## config.mk

```make
export PLATFORM = sky130hd
export DESIGN_NAME = conditional_alu_with_barrel_shift
export DESIGN_NICKNAME = d
export VERILOG_FILES = /design/src/rtl/cabs_pkg.sv /design/src/rtl/conditional_alu_with_barrel_shift.sv /design/src/rtl/cabs_decode.sv /design/src/rtl/cabs_shift.sv /design/src/rtl/cabs_alu.sv
export SDC_FILE = /design/constraint.sdc
export NUM_CORES = 1
export LEC_CHECK = 0
export BUFFER_PORTS_ARGS = -buffer_cell sky130_fd_sc_hd__buf_2
export CAP_MARGIN = 20
export CORE_UTILIZATION = 45
export CTS_CLUSTER_DIAMETER = 50
export DETAILED_ROUTE_END_ITERATION = 6
export GPL_TIMING_DRIVEN = 0
export PLACE_DENSITY = 0.76
export SETUP_SLACK_MARGIN = 0.05
export SKIP_LAST_GASP = 1
export SLEW_MARGIN = 10
export SYNTH_ARGS = -nofsm -noshare
export SYNTH_HDL_FRONTEND = slang
export SYNTH_SLANG_ARGS = --single-unit
```

## constraint.sdc

```tcl
create_clock -name i_clk -period 7.45 [get_ports i_clk]
set_clock_uncertainty 0.1 [all_clocks]
set_input_delay 1.49 -clock i_clk [delete_from_list [all_inputs] [get_ports i_clk]]
set_output_delay 1.49 -clock i_clk [all_outputs]
set_load 0.01 [all_outputs]
```

## src/rtl/cabs_pkg.sv

```systemverilog
// shared types, codes and constants of the conditional alu with barrel shifter
package cabs_pkg;

    localparam int DATA_W  = 32;
    localparam int FLAG_W  = 4;
    localparam int REG_W   = 4;
    localparam int AMT_W   = 5;
    localparam int IN_TDATA_W  = 136;
    localparam int OUT_TDATA_W = 48;

    // condition codes
    localparam logic [3:0] COND_EQ = 4'h0;
    localparam logic [3:0] COND_NE = 4'h1;
    localparam logic [3:0] COND_GE = 4'hA;
    localparam logic [3:0] COND_LT = 4'hB;
    localparam logic [3:0] COND_GT = 4'hC;
    localparam logic [3:0] COND_LE = 4'hD;
    localparam logic [3:0] COND_AL = 4'hE;

    // opcodes
    localparam logic [3:0] OP_AND = 4'h0;
    localparam logic [3:0] OP_EOR = 4'h1;
    localparam logic [3:0] OP_SUB = 4'h2;
    localparam logic [3:0] OP_RSB = 4'h3;
    localparam logic [3:0] OP_ADD = 4'h4;
    localparam logic [3:0] OP_TST = 4'h8;
    localparam logic [3:0] OP_TEQ = 4'h9;
    localparam logic [3:0] OP_CMP = 4'hA;
    localparam logic [3:0] OP_ORR = 4'hC;
    localparam logic [3:0] OP_MOV = 4'hD;

    // shift type field of the instruction
    localparam logic [1:0] SH_LSL = 2'd0;
    localparam logic [1:0] SH_LSR = 2'd1;
    localparam logic [1:0] SH_ASR = 2'd2;
    localparam logic [1:0] SH_ROR = 2'd3;

    // flag bit positions
    localparam int FLAG_N = 3;
    localparam int FLAG_Z = 2;
    localparam int FLAG_C = 1;
    localparam int FLAG_V = 0;

    // normalized shifter operation
    typedef logic [2:0] t_shkind;
    localparam t_shkind KIND_LSL  = 3'd0;
    localparam t_shkind KIND_LSR  = 3'd1;
    localparam t_shkind KIND_ASR  = 3'd2;
    localparam t_shkind KIND_ROR  = 3'd3;
    localparam t_shkind KIND_PASS = 3'd4;
    localparam t_shkind KIND_RRX  = 3'd5;
    localparam t_shkind KIND_ZERO = 3'd6;
    localparam t_shkind KIND_SIGN = 3'd7;

    typedef struct packed {
        logic                exec;
        logic [3:0]          opcode;
        logic                s;
        logic [REG_W-1:0]    rd;
        logic [DATA_W-1:0]   rn;
        logic [FLAG_W-1:0]   flags;
        logic [DATA_W-1:0]   sh_val;
        t_shkind             kind;
        logic [AMT_W-1:0]    amt;
        logic                zero_c;
    } t_dec;

    typedef struct packed {
        logic                exec;
        logic [3:0]          opcode;
        logic                s;
        logic [REG_W-1:0]    rd;
        logic [DATA_W-1:0]   rn;
        logic [FLAG_W-1:0]   flags;
        logic [DATA_W-1:0]   op2;
        logic                sc;
    } t_opnd;

    typedef struct packed {
        logic                executed;
        logic                write_enable;
        logic [REG_W-1:0]    dest_register;
        logic [DATA_W-1:0]   result_value;
        logic [FLAG_W-1:0]   flags_out;
    } t_res;

endpackage

```

## src/rtl/conditional_alu_with_barrel_shift.sv

```systemverilog
// top level: three-stage conditional data-processing alu with barrel shifter
// The block takes one data-processing instruction with its Rn, Rm and Rs
// values and the NZCV flags per cycle while the output register can move on,
// and returns one result item for each, in order: stage one checks the
// condition and decodes the shift, stage two runs the barrel shifter, stage
// three runs the adder and logic unit and holds the result as the output
// register. All stages advance together whenever the output register is
// empty or its item is taken, so s_axis_tready follows m_axis_tready while
// an item is waiting. There is no configuration and no state between items.
module conditional_alu_with_barrel_shift (
    input  logic                             i_clk,
    input  logic                             i_rst_n,
    input  logic                             s_axis_tvalid,
    output logic                             s_axis_tready,
    // instruction, rn_value, rm_value, rs_value, flags_in, zero pad
    input  logic [cabs_pkg::IN_TDATA_W-1:0]  s_axis_tdata,
    output logic                             m_axis_tvalid,
    input  logic                             m_axis_tready,
    // executed, write_enable, dest_register, result_value, flags_out, zero pad
    output logic [cabs_pkg::OUT_TDATA_W-1:0] m_axis_tdata
);
    import cabs_pkg::*;

    logic  en;
    logic  v1;
    logic  v2;
    logic  v3;
    t_dec  d1;
    t_opnd d2;
    t_res  d3;

    assign en            = !v3 || m_axis_tready;
    assign s_axis_tready = en;

    cabs_decode u_decode (
        .i_clk         (i_clk),
        .i_rst_n       (i_rst_n),
        .i_en          (en),
        .i_valid       (s_axis_tvalid),
        .i_instruction (s_axis_tdata[31:0]),
        .i_rn_value    (s_axis_tdata[63:32]),
        .i_rm_value    (s_axis_tdata[95:64]),
        .i_rs_value    (s_axis_tdata[127:96]),
        .i_flags_in    (s_axis_tdata[131:128]),
        .o_valid       (v1),
        .o_data        (d1)
    );

    cabs_shift u_shift (
        .i_clk   (i_clk),
        .i_rst_n (i_rst_n),
        .i_en    (en),
        .i_valid (v1),
        .i_data  (d1),
        .o_valid (v2),
        .o_data  (d2)
    );

    cabs_alu u_alu (
        .i_clk   (i_clk),
        .i_rst_n (i_rst_n),
        .i_en    (en),
        .i_valid (v2),
        .i_data  (d2),
        .o_valid (v3),
        .o_data  (d3)
    );

    assign m_axis_tvalid = v3;
    assign m_axis_tdata  = {6'b0, d3.flags_out, d3.result_value, d3.dest_register,
                            d3.write_enable, d3.executed};

    a_latency : assert property (@(posedge i_clk) disable iff (!i_rst_n)
        (s_axis_tvalid && s_axis_tready) ##1 en ##1 en |=> m_axis_tvalid)
        else $error("accepted item did not reach the output");

    a_pad_zero : assert property (@(posedge i_clk) disable iff (!i_rst_n)
        m_axis_tvalid |-> m_axis_tdata[OUT_TDATA_W-1:42] == '0)
        else $error("output pad bits not zero");

    a_pipe_moves : assert property (@(posedge i_clk) disable iff (!i_rst_n)
        v2 && en |=> v3)
        else $error("item lost between shifter and alu");

endmodule

```

## src/rtl/cabs_decode.sv

```systemverilog
// stage one: condition check and shifter operation decode
module cabs_decode (
    input  logic                        i_clk,
    input  logic                        i_rst_n,
    input  logic                        i_en,
    input  logic                        i_valid,
    input  logic [cabs_pkg::DATA_W-1:0] i_instruction,
    input  logic [cabs_pkg::DATA_W-1:0] i_rn_value,
    input  logic [cabs_pkg::DATA_W-1:0] i_rm_value,
    input  logic [cabs_pkg::DATA_W-1:0] i_rs_value,
    input  logic [cabs_pkg::FLAG_W-1:0] i_flags_in,
    output logic                        o_valid,
    output cabs_pkg::t_dec              o_data
);
    import cabs_pkg::*;

    logic   r_valid;
    t_dec   r_data;
    t_dec   n_data;
    logic   cond_ok;
    logic   f_n;
    logic   f_z;
    logic   f_v;
    logic [3:0] rot;
    logic [1:0] sh_type;
    logic [4:0] imm_amt;
    logic [7:0] rs8;

    assign f_n     = i_flags_in[FLAG_N];
    assign f_z     = i_flags_in[FLAG_Z];
    assign f_v     = i_flags_in[FLAG_V];
    assign rot     = i_instruction[11:8];
    assign sh_type = i_instruction[6:5];
    assign imm_amt = i_instruction[11:7];
    assign rs8     = i_rs_value[7:0];

    always_comb begin
        case (i_instruction[31:28])
            COND_EQ: cond_ok = f_z;
            COND_NE: cond_ok = !f_z;
            COND_GE: cond_ok = (f_n == f_v);
            COND_LT: cond_ok = (f_n != f_v);
            COND_GT: cond_ok = !f_z && (f_n == f_v);
            COND_LE: cond_ok = f_z || (f_n != f_v);
            COND_AL: cond_ok = 1'b1;
            default: cond_ok = 1'b0;
        endcase
    end

    always_comb begin
        n_data.exec   = cond_ok;
        n_data.opcode = i_instruction[24:21];
        n_data.s      = i_instruction[20];
        n_data.rd     = i_instruction[15:12];
        n_data.rn     = i_rn_value;
        n_data.flags  = i_flags_in;
        n_data.sh_val = i_rm_value;
        n_data.kind   = KIND_PASS;
        n_data.amt    = '0;
        n_data.zero_c = 1'b0;
        if (i_instruction[25]) begin
            // rotated immediate
            n_data.sh_val = {{(DATA_W-8){1'b0}}, i_instruction[7:0]};
            n_data.amt    = {rot, 1'b0};
            n_data.kind   = (rot == 4'd0) ? KIND_PASS : KIND_ROR;
        end else if (!i_instruction[4]) begin
            // shift by constant
            if (imm_amt == 5'd0) begin
                case (sh_type)
                    SH_LSL: n_data.kind = KIND_PASS;
                    SH_LSR: begin
                        n_data.kind   = KIND_ZERO;
                        n_data.zero_c = i_rm_value[DATA_W-1];
                    end
                    SH_ASR: n_data.kind = KIND_SIGN;
                    default: n_data.kind = KIND_RRX;
                endcase
            end else begin
                n_data.kind = {1'b0, sh_type};
                n_data.amt  = imm_amt;
            end
        end else begin
            // shift by register
            if (rs8 == 8'd0) begin
                n_data.kind = KIND_PASS;
            end else if (rs8[7:5] != 3'd0) begin
                case (sh_type)
                    SH_LSL: begin
                        n_data.kind   = KIND_ZERO;
                        n_data.zero_c = (rs8 == 8'd32) && i_rm_value[0];
                    end
                    SH_LSR: begin
                        n_data.kind   = KIND_ZERO;
                        n_data.zero_c = (rs8 == 8'd32) && i_rm_value[DATA_W-1];
                    end
                    SH_ASR: n_data.kind = KIND_SIGN;
                    default: begin
                        n_data.kind = KIND_ROR;
                        n_data.amt  = rs8[4:0];
                    end
                endcase
            end else begin
                n_data.kind = {1'b0, sh_type};
                n_data.amt  = rs8[4:0];
            end
        end
    end

    always_ff @(posedge i_clk) begin
        if (!i_rst_n) begin
            r_valid <= 1'b0;
        end else if (i_en) begin
            r_valid <= i_valid;
        end
    end

    always_ff @(posedge i_clk) begin
        if (i_en) begin
            r_data <= n_data;
        end
    end

    assign o_valid = r_valid;
    assign o_data  = r_data;

endmodule

```

## src/rtl/cabs_shift.sv

```systemverilog
// stage two: barrel shifter producing operand2 and the shifter carry
module cabs_shift (
    input  logic            i_clk,
    input  logic            i_rst_n,
    input  logic            i_en,
    input  logic            i_valid,
    input  cabs_pkg::t_dec  i_data,
    output logic            o_valid,
    output cabs_pkg::t_opnd o_data
);
    import cabs_pkg::*;

    logic                r_valid;
    t_opnd               r_data;
    t_opnd               n_data;
    logic [DATA_W:0]     t33;
    logic [2*DATA_W-1:0] t64;
    logic [DATA_W-1:0]   v;
    logic                cin;
    logic [DATA_W-1:0]   res;
    logic                c;

    assign v   = i_data.sh_val;
    assign cin = i_data.flags[FLAG_C];

    always_comb begin
        t33 = '0;
        t64 = '0;
        res = v;
        c   = cin;
        case (i_data.kind)
            KIND_LSL: begin
                t33 = {1'b0, v} << i_data.amt;
                res = t33[DATA_W-1:0];
                c   = t33[DATA_W];
            end
            KIND_LSR: begin
                t33 = {v, 1'b0} >> i_data.amt;
                res = t33[DATA_W:1];
                c   = t33[0];
            end
            KIND_ASR: begin
                t33 = $signed({v, 1'b0}) >>> i_data.amt;
                res = t33[DATA_W:1];
                c   = t33[0];
            end
            KIND_ROR: begin
                t64 = {v, v} >> i_data.amt;
                res = t64[DATA_W-1:0];
                c   = t64[DATA_W-1];
            end
            KIND_RRX: begin
                res = {cin, v[DATA_W-1:1]};
                c   = v[0];
            end
            KIND_ZERO: begin
                res = '0;
                c   = i_data.zero_c;
            end
            KIND_SIGN: begin
                res = {DATA_W{v[DATA_W-1]}};
                c   = v[DATA_W-1];
            end
            default: begin
                res = v;
                c   = cin;
            end
        endcase
    end

    always_comb begin
        n_data.exec   = i_data.exec;
        n_data.opcode = i_data.opcode;
        n_data.s      = i_data.s;
        n_data.rd     = i_data.rd;
        n_data.rn     = i_data.rn;
        n_data.flags  = i_data.flags;
        n_data.op2    = res;
        n_data.sc     = c;
    end

    always_ff @(posedge i_clk) begin
        if (!i_rst_n) begin
            r_valid <= 1'b0;
        end else if (i_en) begin
            r_valid <= i_valid;
        end
    end

    always_ff @(posedge i_clk) begin
        if (i_en) begin
            r_data <= n_data;
        end
    end

    assign o_valid = r_valid;
    assign o_data  = r_data;

endmodule

```

## src/rtl/cabs_alu.sv

```systemverilog
// stage three: alu operation, register write and flag update
module cabs_alu (
    input  logic            i_clk,
    input  logic            i_rst_n,
    input  logic            i_en,
    input  logic            i_valid,
    input  cabs_pkg::t_opnd i_data,
    output logic            o_valid,
    output cabs_pkg::t_res  o_data
);
    import cabs_pkg::*;

    logic              r_valid;
    t_res              r_data;
    t_res              n_data;
    logic [DATA_W-1:0] add_a;
    logic [DATA_W-1:0] add_b;
    logic              add_ci;
    logic [DATA_W:0]   sum;
    logic              is_arith;
    logic [DATA_W-1:0] r;
    logic              known;
    logic              writes;
    logic              cf;

    assign is_arith = i_data.opcode inside {OP_SUB, OP_RSB, OP_ADD, OP_CMP};

    always_comb begin
        case (i_data.opcode)
            OP_RSB: begin
                add_a  = i_data.op2;
                add_b  = ~i_data.rn;
                add_ci = 1'b1;
            end
            OP_ADD: begin
                add_a  = i_data.rn;
                add_b  = i_data.op2;
                add_ci = 1'b0;
            end
            default: begin
                add_a  = i_data.rn;
                add_b  = ~i_data.op2;
                add_ci = 1'b1;
            end
        endcase
    end

    assign sum = {1'b0, add_a} + {1'b0, add_b} + {{DATA_W{1'b0}}, add_ci};

    always_comb begin
        known  = 1'b1;
        writes = 1'b1;
        case (i_data.opcode)
            OP_AND: r = i_data.rn & i_data.op2;
            OP_EOR: r = i_data.rn ^ i_data.op2;
            OP_SUB: r = sum[DATA_W-1:0];
            OP_RSB: r = sum[DATA_W-1:0];
            OP_ADD: r = sum[DATA_W-1:0];
            OP_TST: begin
                r      = i_data.rn & i_data.op2;
                writes = 1'b0;
            end
            OP_TEQ: begin
                r      = i_data.rn ^ i_data.op2;
                writes = 1'b0;
            end
            OP_CMP: begin
                r      = sum[DATA_W-1:0];
                writes = 1'b0;
            end
            OP_ORR: r = i_data.rn | i_data.op2;
            OP_MOV: r = i_data.op2;
            default: begin
                r      = '0;
                known  = 1'b0;
                writes = 1'b0;
            end
        endcase
    end

    assign cf = is_arith ? sum[DATA_W] : i_data.sc;

    always_comb begin
        n_data.executed      = i_data.exec;
        n_data.dest_register = i_data.rd;
        n_data.write_enable  = 1'b0;
        n_data.result_value  = '0;
        n_data.flags_out     = i_data.flags;
        if (i_data.exec && known) begin
            n_data.write_enable = writes;
            n_data.result_value = writes ? r : '0;
            if (i_data.s) begin
                n_data.flags_out = {r[DATA_W-1], (r == '0), cf, i_data.flags[FLAG_V]};
            end
        end
    end

    always_ff @(posedge i_clk) begin
        if (!i_rst_n) begin
            r_valid <= 1'b0;
        end else if (i_en) begin
            r_valid <= i_valid;
        end
    end

    always_ff @(posedge i_clk) begin
        if (i_en) begin
            r_data <= n_data;
        end
    end

    assign o_valid = r_valid;
    assign o_data  = r_data;

    a_we_needs_exec : assert property (@(posedge i_clk) disable iff (!i_rst_n)
        r_valid && r_data.write_enable |-> r_data.executed)
        else $error("register write on an item that did not execute");

    a_no_write_zero : assert property (@(posedge i_clk) disable iff (!i_rst_n)
        r_valid && !r_data.write_enable |-> r_data.result_value == '0)
        else $error("nonzero result without a register write");

    a_v_kept : assert property (@(posedge i_clk) disable iff (!i_rst_n)
        i_en && i_valid |=> r_data.flags_out[FLAG_V] == $past(i_data.flags[FLAG_V]))
        else $error("overflow flag changed");

endmodule
```

==> flow_summary.yaml, run 1 <==
synthesis:
  synthDominantCellAreaShare: 0.384
  async_reset_ff_frac: 0
  synthFlopType: "edfxtp_1"
  synth.area.top_cells: "edfxtp_1, ha_1, o21ai_0"
  avgSynthCellArea_um2: 9.02
  ys_seq_area_frac: 0.387
  synth_cells: 1805
  ys_seq_elements: 211
  ys_warn_count: 0
  synth.distinct_cells: 72
  yosys.area.top_type: "edfxtp_1"
  synth_common_cells: "edfxtp_1, o21ai_0, nor2_1"
  synth_edf_count: 208
  synthMostInstantiatedCell: "edfxtp_1"
  synthesis.area_mm2: 0.0163
clocking:
  post_cts_resized: 0
  holdBufCountCts: 0
  cts_inserted_buffers: 25
  cts_tree: "yes"
  post_cts_buffers: 0
  cts_root_buffer: "clkbuf_16"
  clk_pin_slew_worst_paths_ns: 0.06
  htree_levels: 1
  cts.sinks: 211
  clock_path_buffers: 3
  clock_latency_ns: 0.56
floorplan:
  die_area_mm2: 0.0369
  start_util: 0.458
  die_w_um: 192
  fp.coreArea_mm2: 0.0356
  pin_count: 190
  die_h_um: 192
  rows: 69
sta:
  finalCritPeriodShare: 0.930
  tightest_slew_ns: 1.16
  period_minus_slack_ns: 6.93
  hold_viol: 0
  final.setup.tns_ns: 0
  rsz0062_at_grt: "false"
  final_max_slew_viol_count: 0
  finalSetupViolCount: 0
  worst_slack_ns: 0.524
  max_clock_freq_ghz: 0.144
  maxSlewHeadroom: 0.223
routing:
  ant_nets: 0
  drt-initial-drc-count: 1304
  routedWlPerCell_um: 25.8
  route.detailed.drc: 0
  vias: 15400
  first_pass_iters: 6
  wirelength_um: 63800
  viasPerCell: 6.24
global_routing:
  grt_overflow: 0
  grt_max_degree: 128
  grt_use_total: 0.343
  grt_pass1_wl_um: 92800
  grt_pass1_vias: 15000
  antenna_found_initial: 0
worst_setup_path:
  crit_required_ns: 7.74
  crit_path_top_delay_cell: "buf_1"
  endpoint_kind: "flop"
  cp_max_fo: 10
  slowest_delay_ns: 0.62
  critPathLaunchType: "flop"
  crit_type: "flop to flop"
  worstPathArrival_ns: 7.21
  path_cells: "buf_2 > buf_1 > inv_1 > nand3_1 > clkbuf_1 > buf_1 > o221ai_1 > fa_1 > fa_1 > a21o_1 > a221o_1 > a221oi_2 > o2111a_1 > o31ai_1 > a21oi_1 > xnor2_1 > a221oi_1 > o2111ai_1 > o31ai_2"
finish:
  fillCellCount: 3341
  fin_nets: 2228
  final_layout_size_suffix_gt1_frac: 0.128
  n_antenna_cell: 0
  area_growth_pct: 13.4
placement:
  place_ws_ns: 0.715
  hpwl_um: 51300
  io_buffers: 149
  gp_congestion: 1.04
worst_hold_path:
  hold_class: "flop to flop"
power:
  p_leak_nw: 7.57
  peakVddDrop_uv: 294
  switching_share: 0.389
  combPwrFrac: 0.385
  p_seq_frac: 0.352
  clkPwrFrac: 0.263
  p_int_mw: 2.76
  powerDensity_mw_per_mm2: 244
  switchingPower_mw: 1.75
run_status:
  status: "complete, no violations"
flow_run:
  max_cap_viol_count: 0
-- flip-flops by register name (all words and copies together), names as in the netlist --
name,count
u_decode.o_data,87
u_decode.o_valid,1
u_alu.o_valid,1
u_shift.o_valid,1
u_shift.o_data,79
u_alu.o_data,42
-- area by class of cell --
cell class | count | area (µm²) | share of cell area
Multi-Input combinational cell | 1379 | 9130 | 0.494
Sequential cell | 211 | 6310 | 0.342
Timing Repair Buffer | 151 | 778 | 0.0422
Clock buffer | 27 | 633 | 0.0343
Tap cell | 461 | 577 | 0.0312
Buffer | 131 | 529 | 0.0287
Inverter | 89 | 342 | 0.0185
Clock inverter | 18 | 169 | 0.00915
-- power groups by stage --
stage	Combinational (mW)	Sequential [mW]	Clock, mW
after detailed placement	1.68	1.60	0
after global routing	1.87	1.60	1.26
after global placement	1.69	1.60	0
after floorplan	1.14	1.56	0
after CTS	1.69	1.58	1.22
final	1.74	1.59	1.19
-- critical path, delay by kind of cell (launching register included) --
kind | cells | cell delay, ns
xor+xnor | 1 | 0.09
flops | 1 | 0.33
buf+inv | 5 | 1.81
simple gates | 1 | 0.31
compound gates | 10 | 3.08
fa+ha+maj | 2 | 1.02
-- path summary, 6_finish.rpt --
path         slack (ns)  cells past startpoint            endpoint                 from
max                0.52                     19     u_alu.o_data[2]   u_shift.o_data[76]
min                0.32                      0  u_shift.o_data[44]  u_decode.o_data[52]
max reg2reg        0.52                     19     u_alu.o_data[2]   u_shift.o_data[76]
min reg2reg        0.32                      0  u_shift.o_data[44]  u_decode.o_data[52]
-- cells in the final DEF (no fill, tap or decap), drive strengths merged, types with 7 or more instances in the layout --
cell | netlist | layout
and3 | 10 | 10
buf | 44 | 195
nor2b | 35 | 35
or3 | 8 | 8
clkinv | 2 | 14
a31oi | 8 | 8
o21ai | 197 | 197
ha | 98 | 98
nand2b | 37 | 37
a21oi | 133 | 133
nand2 | 174 | 174
o21bai | 7 | 7
o221ai | 42 | 42
a211oi | 15 | 15
a21o | 23 | 23
mux2i | 76 | 76
nand4 | 14 | 14
mux2 | 21 | 21
a221o | 15 | 15
a221oi | 18 | 18
a22oi | 27 | 27
and2 | 11 | 11
nor4 | 9 | 9
xor2 | 9 | 9
inv | 87 | 90
mux4 | 15 | 15
nor2 | 181 | 181
xnor2 | 12 | 12
edfxtp | 208 | 208
o31ai | 9 | 9
o22ai | 9 | 9
o21a | 14 | 14
nor3 | 28 | 28
o211ai | 28 | 28
nand3 | 21 | 21
clkbuf | 87 | 114
o22a | 10 | 10
-- per-layer routing --
metal | global-route usage | wire length, µm | up-vias
met4 | 0.235 | 4680 | 0
met2 | 0.609 | 31700 | 836
met1 | 0.379 | 23200 | 7263
li1 | - | - | 7089
met5 | 0 | 0 | -
met3 | 0.0440 | 4210 | 212
-- stage by stage --
| stage | instance area [µm²] | cells | hold WS (ns) | utilization | power (mW) |
|---|---|---|---|---|---|
| finish | 18500 | 2467 | 0.317 | 0.519 | 4.51 |
| global route | 18500 | 2467 | 0.324 | 0.519 | 4.73 |
| CTS | 18500 | 2467 | 0.317 | 0.519 | 4.49 |
| detailed placement | 17700 | 2422 | 0.305 | 0.496 | 3.29 |
| global placement | 17600 | 2420 | 0.301 | 0.495 | 3.29 |
| floorplan | 16300 | 1810 | 0.300 | - | 2.70 |
-- logic make-up after synthesis --
| logic type | after synthesis | synth area share |
|---|---|---|
| fa+ha+maj | 100 | 0.0778 |
| flops | 211 | 0.387 |
| xor+xnor | 21 | 0.0113 |
| simple gates | 546 | 0.154 |
| mux | 112 | 0.0820 |
| buf+inv | 220 | 0.0530 |
| compound gates | 594 | 0.234 |
| other cells | 1 | 0.000230 |
Power figures use the tool's default switching activity.
==> run 2, diff against run 1 <==
Settings changed: PLACE_DENSITY 0.76 to unset, PLACE_DENSITY_LB_ADDON set to 0.08.
==> flow_summary.yaml, run 2 (same netlist as run 1, synthesis figures left out) <==
placement:
  place_ws_ns: 0.603
  io_buffers: 149
  gp_congestion: 1.03
  dp.cells: 2422
  placed_area_mm2: 0.0177
  hpwl_um: 50100
sta:
  finalSetupViolCount: 0
  finalCritPeriodShare: 0.942
  hold_viol: 0
  final_max_slew_viol_count: 0
  maxSlewHeadroom: 0.244
  rsz0062_at_grt: "false"
  tightest_slew_ns: 1.13
  period_minus_slack_ns: 7.02
  final.setup.tns_ns: 0
  worst_slack_ns: 0.431
  max_clock_freq_ghz: 0.142
clocking:
  post_cts_buffers: 0
  clock_latency_ns: 0.57
  cts_tree: "yes"
  cts_root_buffer: "clkbuf_16"
  holdBufCountCts: 0
  post_cts_resized: 0
  htree_levels: 1
  cts_inserted_buffers: 28
  clock_path_buffers: 3
  cts.sinks: 211
  clk_pin_slew_worst_paths_ns: 0.06
power:
  switchingPower_mw: 1.80
  finalPower_mw: 4.67
  switching_share: 0.385
  p_leak_nw: 7.65
  peakVddDrop_uv: 228
  p_int_mw: 2.87
  combPwrFrac: 0.370
  powerDensity_mw_per_mm2: 251
  p_seq_frac: 0.341
  clkPwrFrac: 0.289
global_routing:
  grt_pass1_vias: 14800
  grt_overflow: 0
  antenna_found_initial: 0
  grt_use_total: 0.337
  grt_max_degree: 84
  grt_pass1_wl_um: 91300
floorplan:
  fp.coreArea_mm2: 0.0356
  die_area_mm2: 0.0369
  pin_count: 190
  die_w_um: 192
  rows: 69
  start_util: 0.458
  die_h_um: 192
worst_hold_path:
  hp-start: "u_decode.o_data[69]"
  min_path_cells: 0
  hold_end: "u_shift.o_data[61]"
  hold_class: "flop to flop"
routing:
  drt-initial-drc-count: 1483
  routedWlPerCell_um: 25.4
  wirelength_um: 63000
  vias: 15400
  met2_length_um: 30600
  route.detailed.drc: 0
  dr_wl_met3_um: 3900
  met1_length_um: 24100
  top_layer: "met4"
  first_pass_iters: 6
  viasPerCell: 6.21
  ant_nets: 0
worst_setup_path:
  endpoint_kind: "flop"
  r2r-start: "u_shift.o_data[76]"
  critPathTopFamily: "compound AO/OA/AOI/OAI gates"
  slowest_delay_ns: 0.70
  crit_required_ns: 7.73
  cp_max_fo: 10
  r2r_cells: 19
  rr_endpoint: "u_alu.o_data[2]"
  crit_type: "flop to flop"
  crit_path_top_delay_cell: "a221oi_1"
  path_cells: "buf_2 > buf_1 > inv_1 > nand3_1 > clkbuf_1 > buf_1 > o221ai_1 > fa_1 > fa_1 > a21o_1 > a221o_1 > a221oi_2 > o2111a_1 > o31ai_1 > a21oi_1 > xnor2_1 > a221oi_1 > o2111ai_1 > o31ai_2"
  worstPathArrival_ns: 7.30
  rrSetupSlack_ns: 0.43
  path_buf_inv: 5
  critPathLaunchType: "flop"
finish:
  layout_commonest_cell: "edfxtp_1"
  area_growth_pct: 14.5
  largest_reg_flops: 87
  n_antenna_cell: 0
  final_cells: 2474
  final_layout_size_suffix_gt1_frac: 0.133
  final_area_mm2: 0.0186
  layout_common_cells: "edfxtp_1, o21ai_0, nor2_1"
  fin_nets: 2231
run_status:
  status: "complete, no violations"
flow_run:
  max_cap_viol_count: 0
-- run 2: cell count changes in the layout (fill, tap and decap cells not counted), sizes merged --
cell	delta
bufinv	+1
clkbuf	+2
clkinv	-3
clkinvlp	+3
inv	+4
-- run 2: stage by stage --
step            util  hold WS [ns]
6_report       0.524         0.313
3_3_place_gp   0.495         0.300
3_5_place_dp   0.497         0.305
5_1_grt        0.524         0.321
4_1_cts        0.524         0.315
2_1_floorplan      -         0.300
-- run 2: cell type report --
class | instances | area (µm²)
Buffer | 131 | 529
Inverter | 89 | 342
Clock inverter | 23 | 245
Tap cell | 461 | 577
Timing Repair Buffer | 151 | 801
Multi-Input combinational cell | 1379 | 9130
Sequential cell | 211 | 6310
Clock buffer | 29 | 704
Fill cell | 3319 | 16900
-- run 2: worst max path at each step --
stage	startpoint	endpoint	slack, ns	depth (start not counted)
6_report	u_shift.o_data[76]	u_alu.o_data[2]	0.43	19
2_1_floorplan	m_axis_tready	s_axis_tready	0.19	2
5_1_grt	u_shift.o_data[76]	u_alu.o_data[2]	0.23	19
3_3_place_gp	m_axis_tready	s_axis_tready	-1.81	4
3_5_place_dp	u_shift.o_data[76]	u_alu.o_data[2]	0.60	19
4_1_cts	u_shift.o_data[76]	u_alu.o_data[2]	0.58	19
-- run 2: power groups by stage --
| stage | Sequential (mW) | Combinational [mW] | Clock, mW |
|---|---|---|---|
| 2_1_floorplan | 1.56 | 1.14 | 0 |
| 3_3_place_gp | 1.61 | 1.67 | 0 |
| 3_5_place_dp | 1.61 | 1.68 | 0 |
| 4_1_cts | 1.59 | 1.69 | 1.38 |
| 5_1_grt | 1.60 | 1.86 | 1.43 |
| 6_report | 1.59 | 1.73 | 1.35 |
-- run 2: layer usage --
layer / vias up / track usage
li1: 7095 / -
met4: 0 / 0.224
met3: 218 / 0.0411
met1: 7277 / 0.390
met2: 764 / 0.584
met5: - / 0
